## config.mk

```make
export PLATFORM = sky130hd
export DESIGN_NAME = rpc_ctrl
export DESIGN_NICKNAME = d
export VERILOG_FILES = /design/src/sv/rpc_pkg.sv /design/src/sv/rpc_ctrl.sv
export SDC_FILE = /design/constraint.sdc
export NUM_CORES = 1
export LEC_CHECK = 0
export CELL_PAD_IN_SITES_DETAIL_PLACEMENT = 0
export CELL_PAD_IN_SITES_GLOBAL_PLACEMENT = 1
export CORE_MARGIN = 2
export CORE_UTILIZATION = 40
export DETAILED_ROUTE_END_ITERATION = 6
export DONT_BUFFER_PORTS = 1
export PLACE_DENSITY = 0.67
export SLEW_MARGIN = 20
export SYNTH_ARGS = -nofsm -noshare
export SYNTH_HDL_FRONTEND = slang
export SYNTH_SLANG_ARGS = --single-unit
```

## constraint.sdc

```tcl
create_clock -name i_clk -period 2.02 [get_ports i_clk]
set_clock_uncertainty 0.15 [all_clocks]
set_input_delay 0.404 -clock i_clk [delete_from_list [all_inputs] [get_ports i_clk]]
set_output_delay 0.404 -clock i_clk [all_outputs]
set_load 0.02 [all_outputs]
```

## src/sv/rpc_pkg.sv

```systemverilog
// Shared types and constants for the rigid pose composition block.
package rpc_pkg;

    typedef enum logic [1:0] {
        KIND_LOAD    = 2'd0,
        KIND_COMPOSE = 2'd1,
        KIND_INVERSE = 2'd2,
        KIND_NONE    = 2'd3
    } t_kind;

    // Quaternions are Q1.14 and translations Q15.16 in fixed 16 and 32 bit words.
    localparam int QUAT_FRAC_BITS  = 14;
    localparam int SHIFT_FRAC_BITS = 16;

    // Rounded translation terms are clamped to +-2^CLAMP_EXP before the add.
    localparam int CLAMP_EXP = 40;

    typedef struct packed {
        logic start;     // begin one compose item
        logic inverse;   // the right pose is inverted first
        logic load;      // store the left pose
    } t_cmd;

    typedef struct packed {
        logic done;      // result word registered
    } t_status;

endpackage

```

## src/sv/rpc_ctrl.sv

```systemverilog
// Controller: input and output handshakes and sequencing of the datapath.
module rpc_ctrl (
    input  logic              i_clk,
    input  logic              i_rst_n,
    input  logic              i_valid,
    output logic              o_ready,
    input  logic [1:0]        i_kind,
    input  logic [15:0]       i_marker_id,
    output logic              o_valid,
    input  logic              i_ready,
    output logic [15:0]       o_res_id,
    output rpc_pkg::t_cmd     o_cmd,
    input  rpc_pkg::t_status  i_status
);
    import rpc_pkg::*;

    typedef enum logic [1:0] {ST_IDLE, ST_WORK, ST_OUT} t_state;
    t_state      r_state;
    logic [15:0] r_id;
    logic        r_valid;
    logic        c_acc;

    assign o_ready = (r_state == ST_IDLE);
    assign c_acc   = i_valid && o_ready;

    always_comb begin
        o_cmd.load    = c_acc && (t_kind'(i_kind) == KIND_LOAD);
        o_cmd.start   = c_acc && (t_kind'(i_kind) == KIND_COMPOSE
                                  || t_kind'(i_kind) == KIND_INVERSE);
        o_cmd.inverse = t_kind'(i_kind) == KIND_INVERSE;
    end

    always_ff @(posedge i_clk) begin
        if (!i_rst_n) begin
            r_state <= ST_IDLE;
            r_valid <= 1'b0;
        end else begin
            unique case (r_state)
                ST_IDLE: if (o_cmd.start) begin
                    r_state <= ST_WORK;
                    r_id    <= i_marker_id;
                end
                ST_WORK: if (i_status.done) begin
                    r_state <= ST_OUT;
                    r_valid <= 1'b1;
                end
                ST_OUT: if (i_ready) begin
                    r_state <= ST_IDLE;
                    r_valid <= 1'b0;
                end
                default: r_state <= ST_IDLE;
            endcase
        end
    end

    assign o_valid  = r_valid;
    assign o_res_id = r_id;
endmodule

```

==> results_dict.tcl, run 1 <==
set metrics [dict create \
    hp-class "in -> reg" \
    setup_viol 0 \
    yosysMostFrequentCell "edfxtp_1" \
    synth_top_area_share_pct 70.2 \
    setup.worst_path.class "reg -> out" \
    vias 348 \
    area_growth_pct 11.0 \
    syn-num-nets 63 \
    rows 14 \
    viasPerCell 5.80 \
    rsz0062_at_grt "no" \
    dieArea_um2 2060 \
    p_sw_share_pct 21.8 \
    final-instance-count-excl-fill 60 \
    combPwrFrac_pct 6.0 \
    worst-path-buf-inv 0 \
    synthArstFlopShare_pct 0 \
    ys.flop_type "edfxtp_1" \
    path_clk_slew_ps 100 \
    layout.nets 70 \
    regArea_um2 541 \
    period_share_pct 84.8 \
    ctsHtreeMaxLevel 1 \
    cts_resized 0 \
    cts_root_buffer "clkbuf_4" \
    critPathSlowestCell "dfxtp_1" \
    place_ws_ps 425 \
    p_clk_share_pct 25.9 \
    dpl.cell_count 56 \
    ys_seq_area_share_pct 79.0 \
    ys_warn_count 0 \
    p_switching_w 0.000149 \
    drc 0 \
    p_int_w 0.000534 \
    maxSlewViolCount 0 \
    syn_area_um2 684 \
    gp_congestion 0.653 \
    die_w_um 45.4 \
    grt_max_degree 17 \
    place.port_buffers 0 \
    antenna_found_initial 0 \
    cts_made_buffers 3 \
    fin_util_pct 48.7 \
    status "complete, no violations" \
    p_seq_share_pct 68.1 \
    grt-ovfl-total 0 \
    ys_ff_latch 19 \
    grt_pass1_vias 312 \
    cts.sinks 19 \
    p_leak_nw 0.270 \
    cts_tree "built" \
    critPathMaxFanout 7 \
    ys_top_cells_by_count "edfxtp_1 (16), dfxtp_1 (3)" \
    dr.pass1.iters 4 \
    worstMarginPinSlew_ps 267 \
    cp.arrival_ps 1160 \
    synth.largest_area_cell "edfxtp_1" \
    multi_input_area_um2 136 \
    ys_types 16 \
    finalCriticalPeriod_ps 1710 \
    wl_per_cell_um 17.8 \
    crit_chain "nor2_1 -> and3_1" \
    crit_family "simple AND/OR/NAND/NOR gates" \
    grt_usage_pct 10.9 \
    max_freq_mhz 584 \
    synth_edf_count 16 \
    synth.area.top_cells "edfxtp_1 (70%), dfxtp_1 (8.8%), ha_1 (3.7%)" \
    vdd_ir_drop_max_uv 301 \
    grt_pass1_wl_um 1500 \
    drtAntennaViolNets 0 \
    relSlewSlack_pct 82.2 \
    p_per_area_nw_per_um2 900 \
    antennaDiodeCount 0 \
    fillCellCount 129 \
    initial_core_util_pct 43.9 \
    start_kind "register" \
    hold_viol_final 0 \
    worst_slack_ps 307 \
    wl_um 1070 \
    regToRegSetupSlack_ps 600 \
    syn_inst 38 \
    critPathMaxStageDelay_ps 370 \
    setup_tns_ps 0 \
    cts_hold_buf 0 \
    drtIter0Drc 12 \
    maxCapViolations 0 \
    clk_path_buf_depth 2 \
    cts_setup_buffers 0 \
    avgSynthCellArea_um2 18.0 \
    drive_gt1_share_pct 18.2 \
    die_y_um 45.4 \
    endpoint_kind "output port" \
    ioPinCount 44 \
    clk_latency_ps 280 \
    required_ps 1470 \
    core_area_um2 1560 \
]
[per-layer routing]
| layer | vias to the layer above | GRT usage [%] | part of all wire, % |
|---|---|---|---|
| li1 | 156 | - | - |
| met3 | 0 | 4.80 | 9.2 |
| met1 | 165 | 9.61 | 32 |
| met5 | - | 0 | 0 |
| met4 | 0 | 7.06 | 0 |
| met2 | 27 | 19.7 | 58 |
[stage by stage]
stage          cell area, um2  hold slack, ps  total power, W
2_1_floorplan             684             349        0.000502
3_3_place_gp              732             353        0.000513
3_5_place_dp              732             353        0.000516
4_1_cts                   759            45.5        0.000693
5_1_grt                   759            40.3        0.000709
6_report                  759            59.1        0.000683
[state kept, by name (all words and copies together) (netlist names)]
| name | cells |
|---|---|
| o_res_id | 16 |
| o_valid | 1 |
| r_state | 2 |
[power groups by stage]
stage                     clock [W]  sequential (W)  combinational (W)
after floorplan                   0        0.000473          0.0000289
after global placement            0        0.000474          0.0000394
after detailed placement          0        0.000475          0.0000407
after CTS                  0.000186        0.000466          0.0000411
after global routing       0.000196        0.000468          0.0000448
final                      0.000177        0.000466          0.0000408
[cell type report]
cell class | count | area share [%]
sequential | 19 | 71.2
multi-input combinational | 17 | 18.0
timing repair buffer | 2 | 3.62
clock buffer | 3 | 2.97
tap | 16 | 2.64
inverter | 2 | 0.988
clock inverter | 1 | 0.659
[layout by cell type (no fill, tap or decap), types with 2 or more instances in the layout]
cell type and count:
nand3b_1 2, and3_1 2, ha_1 2, dfxtp_1 3
a21oi_1 2, inv_1 2, clkbuf_4 3, edfxtp_1 16
[path summary, 6_finish.rpt]
check / start / endpoint / cells after the start
worst max-delay path: r_state[0] / o_cmd[2] / 2
worst max register to register: r_state[0] / o_res_id[1] / 3
worst min-delay path: i_marker_id[12] / o_res_id[12] / 0
worst min register to register: r_state[0] / r_state[1] / 2
[kinds of logic (layout without fill, tap and decap cells)]
family / Yosys count / count (layout) / share of synthesized area, %
flops: 19 / 19 / 79.0
simple gates: 12 / 12 / 13.7
compound gates: 3 / 3 / 2.56
fa+ha+maj: 2 / 2 / 3.66
buf+inv: 2 / 8 / 1.10
Power figures use the tool's default switching activity.
==> run 2: changes to the inputs <==
Clock period 2.02 ns to 1.6 ns, I/O delays scaled along.
==> results_dict.tcl, run 2 (same netlist as run 1, synthesis figures left out) <==
set metrics [dict create \
    drive_gt1_share_pct 21.3 \
    die_y_um 45.4 \
    required_ps 1130 \
    cts_made_buffers 3 \
    worstMarginPinSlew_ps 270 \
    path_clk_slew_ps 100 \
    wl_um 1320 \
    p_leak_nw 0.342 \
    setup.worst_path.class "reg -> out" \
    most-common-layout-cells "dlygate4sd3_1 (17), edfxtp_1 (16), clkbuf_4 (3)" \
    clk_path_buf_depth 2 \
    maxSlewViolCount 0 \
    rsz0062_at_grt "no" \
    cts_root_buffer "clkbuf_4" \
    maxCapViolations 0 \
    cts.sinks 19 \
    layout_commonest_cell "dlygate4sd3_1" \
    antennaDiodeCount 0 \
    regArea_um2 542 \
    drtIter0Drc 1 \
    hp-class "in -> reg" \
    grt_usage_pct 13.1 \
    antenna_found_initial 0 \
    dr.pass1.iters 2 \
    setup_viol 0 \
    combPwrFrac_pct 9.8 \
    start_kind "register" \
    dieArea_um2 2060 \
    drc 0 \
    largest_reg_flops 16 \
    p_seq_share_pct 65.1 \
    grt_pass1_wl_um 1840 \
    cts_tree "built" \
    viasPerCell 5.21 \
    finalCriticalPeriod_ps 1520 \
    place_ws_ps 99.2 \
    wl_per_cell_um 17.1 \
    vdd_ir_drop_max_uv 436 \
    p_clk_share_pct 25.1 \
    initial_core_util_pct 43.9 \
    relSlewSlack_pct 82.0 \
    grt_pass1_vias 411 \
    gp_congestion 0.633 \
    endpoint_kind "output port" \
    setup_tns_ps 0 \
    ctsHtreeMaxLevel 1 \
    grt_max_degree 17 \
    p_switching_w 0.000200 \
    critPathMaxFanout 7 \
    place.port_buffers 0 \
    hold_viol_final 0 \
    die_w_um 45.4 \
    grt-ovfl-total 0 \
    clk_latency_ps 280 \
    drtAntennaViolNets 0 \
    worst_slack_ps 80.6 \
    fillCellCount 117 \
    area_growth_pct 38.2 \
    dpl.hpwl_um 834 \
    cts_setup_buffers 0 \
    status "complete, no violations" \
    ioPinCount 44 \
    core_area_um2 1560 \
    rows 14 \
    multi_input_area_um2 151 \
    p_int_w 0.000705 \
    layout.nets 87 \
    period_share_pct 95.0 \
    cp.arrival_ps 1050 \
    max_freq_mhz 658 \
    p_sw_share_pct 22.1 \
    p_per_area_nw_per_um2 958 \
    vias 401 \
]
[run 2: cell count changes in the layout (fill, tap and decap cells not counted)]
cell	delta
nor2_4	+1
and3_2	+1
and4_2	+1
dfxtp_1	-1
nor2_1	-1
dfxtp_2	+1
and3_4	+1
and4_1	-1
dlygate4sd3_1	+17
and3_1	-2
[run 2: layout make-up]
cell class | instances | area share (%)
clock buffer | 3 | 2.38
clock inverter | 1 | 0.529
inverter | 2 | 0.794
multi-input combinational | 17 | 16.0
sequential | 19 | 57.3
tap | 16 | 2.12
timing repair buffer | 19 | 20.9
[run 2: stage by stage]
stage                     total power [W]  utilization (%)  cell area [um2]  hold WS (ps)  std cells
after floorplan                  0.000634                -              688           269         38
after global placement           0.000649             47.2              736           269         56
after detailed placement         0.000652             47.2              736           269         56
after CTS                        0.000904             59.2              923         0.851         76
after global routing             0.000942             60.7              946          19.3         77
final                            0.000906             60.7              946          26.3         77
[run 2: power by group through the flow]
stage / clock network [W] / registers (W) / logic (W)
6_report: 0.000227 / 0.000590 / 0.0000888
5_1_grt: 0.000253 / 0.000593 / 0.0000961
4_1_cts: 0.000232 / 0.000588 / 0.0000833
3_5_place_dp: 0 / 0.000600 / 0.0000519
3_3_place_gp: 0 / 0.000599 / 0.0000498
2_1_floorplan: 0 / 0.000597 / 0.0000373
[run 2: what timing repair did]
item,in CTS,in global routing
gates resized for setup,0,5
hold buffers,16,1
hold endpoints to repair,16,1
setup endpoints to repair,0,2
[run 2: worst paths after layout]
kind	start	to	slack, ps	depth (start not counted)
worst max-delay path	r_state[0]	o_cmd[2]	80	2
worst min-delay path	i_rst_n	r_state[1]	30	1
worst max register to register	r_state[0]	o_res_id[12]	250	3
worst min register to register	r_state[0]	r_state[1]	420	2
[run 2: critical path: stages, from the launching register on]
cell and delay [ps]:
dfxtp_2 370, nor2_4 140, and3_2 260
[run 2: metal layers]
layer	GRT usage, %	part of all wire (%)	vias up
met4	3.53	0	0
met5	0	0	-
li1	-	-	188
met2	25.4	59	25
met1	13.4	34	188
met3	3.60	6.8	0
==> run 3: changes to the inputs <==
Settings changed: REMOVE_ABC_BUFFERS from default to 1.
Clock period 1.6 ns to 1.46 ns, I/O delays scaled along.
==> results_dict.tcl, run 3 (same netlist as run 1, synthesis figures left out) <==
set metrics [dict create \
    status "complete, no violations" \
    layout.nets 88 \
    grt_usage_pct 15.0 \
    rr_startpoint "r_state[0]" \
    r2r_end "o_res_id[14]" \
    setup.worst_path.class "reg -> out" \
    dpl.hpwl_um 882 \
    drive_gt1_share_pct 22.6 \
    place.port_buffers 0 \
    grt_pass1_wl_um 2060 \
    place_ws_ps -41.0 \
    cp.arrival_ps 1010 \
    required_ps 1020 \
    drtAntennaViolNets 0 \
    dieArea_um2 2060 \
    largest_reg_flops 16 \
    regToRegSetupSlack_ps 110 \
    ioPinCount 44 \
    drtIter0Drc 2 \
    dr.pass1.iters 2 \
    whs_path_depth 2 \
    relSlewSlack_pct 82.2 \
    cts_made_buffers 3 \
    reg2regPathDepth 3 \
    most-common-layout-cells "dlygate4sd3_1 (17), edfxtp_1 (16), clkbuf_4 (3)" \
    ctsHtreeMaxLevel 1 \
    worstMarginPinSlew_ps 267 \
    path_clk_slew_ps 100 \
    crit_chain "nor2_4 -> and3_4" \
    maxCapViolations 0 \
    vias 422 \
    setup_viol 0 \
    wl_per_cell_um 17.6 \
    grtUsageMet2_pct 31.4 \
    endpoint_kind "output port" \
    max_freq_mhz 688 \
    met1_usage_pct 13.0 \
    antennaDiodeCount 0 \
    hold_viol_final 0 \
    cts.sinks 19 \
    use_met3_pct 2.80 \
    clk_path_buf_depth 2 \
    dpl.cell_count 57 \
    cts_root_buffer "clkbuf_4" \
    p_per_area_nw_per_um2 1040 \
    clk_latency_ps 280 \
    grt_busiest_layer "met2" \
    grt_max_degree 17 \
    p_leak_nw 0.347 \
    crit_family "flip-flops" \
    rows 14 \
    worst_slack_ps 5.67 \
    layout_commonest_cell "dlygate4sd3_1" \
    rsz0062_at_grt "yes" \
    grt-ovfl-total 0 \
    holdPathEnd "r_state[0]" \
    core_area_um2 1560 \
    critPathMaxStageDelay_ps 370 \
    area_growth_pct 40.2 \
    cts_tree "built" \
    period_share_pct 99.6 \
    antenna_found_initial 0 \
    die_y_um 45.4 \
    finalCriticalPeriod_ps 1450 \
    final-instance-count-excl-fill 78 \
    critPathSlowestCell "dfxtp_4" \
    drc 0 \
    viasPerCell 5.41 \
    start_kind "register" \
    fin_util_pct 61.6 \
    hold_start "i_valid" \
    vdd_ir_drop_max_uv 373 \
    critPathMaxFanout 4 \
    grt_pass1_vias 452 \
    maxSlewViolCount 0 \
    hp-class "in -> reg" \
    wl_um 1370 \
    initial_core_util_pct 43.9 \
    gp_congestion 0.656 \
    die_w_um 45.4 \
    worst-path-buf-inv 0 \
    crit_cells 2 \
]
run 3: per-stage QoR:
step	instance area, um2	TNS [ps]	power (W)	hold slack (ps)
3_5_place_dp	739	-652	0.000718	241
3_3_place_gp	739	0	0.000714	241
6_report	960	0	0.000998	7.42
4_1_cts	960	-14.7	0.00101	1.17
2_1_floorplan	684	-5330	0.000694	241
5_1_grt	960	-70.8	0.00103	7.03
run 3: power breakdown:
part,internal (W),switching (W),leakage [nW],total (W)
logic,0.0000621,0.0000441,0.158,0.000106
registers,0.000613,0.0000308,0.172,0.000644
clock network,0.000102,0.000146,0.0177,0.000248
run 3: worst max path at each step:
| stage | start | endpoint | slack, ps |
|---|---|---|---|
| after global placement | i_kind[0] | o_res_id[15] | 6 |
| final | r_state[0] | o_cmd[2] | 6 |
| after global routing | r_state[0] | o_cmd[2] | -40 |
| after detailed placement | i_kind[0] | o_res_id[15] | -40 |
| after floorplan | r_state[0] | o_res_id[0] | -330 |
| after CTS | r_state[0] | o_cmd[2] | -8 |
run 3: final cells by class:
cell class | count | area, um2
clock inverters | 1 | 5.00
well taps | 16 | 20.0
flip-flops and latches | 19 | 546
inverters | 2 | 7.51
clock buffers | 3 | 22.5
repair buffers | 20 | 205
multi-input cells | 17 | 154
fillers | 117 | 599
run 3: layer usage:
metal | wire length (um) | share of wire, %
met5 | 0 | 0
met4 | 0 | 0
met3 | 77 | 5.6
met2 | 873 | 64
met1 | 422 | 31
run 3: repair_timing:
item / in CTS / in global routing
setup endpoints to repair: 3 / 2
hold buffers: 17 / 0
gates resized for setup: 9 / 0
endpoints found under the hold margin: 18 / 0
buffers inserted: 1 / 0
pin swaps: 3 / 0
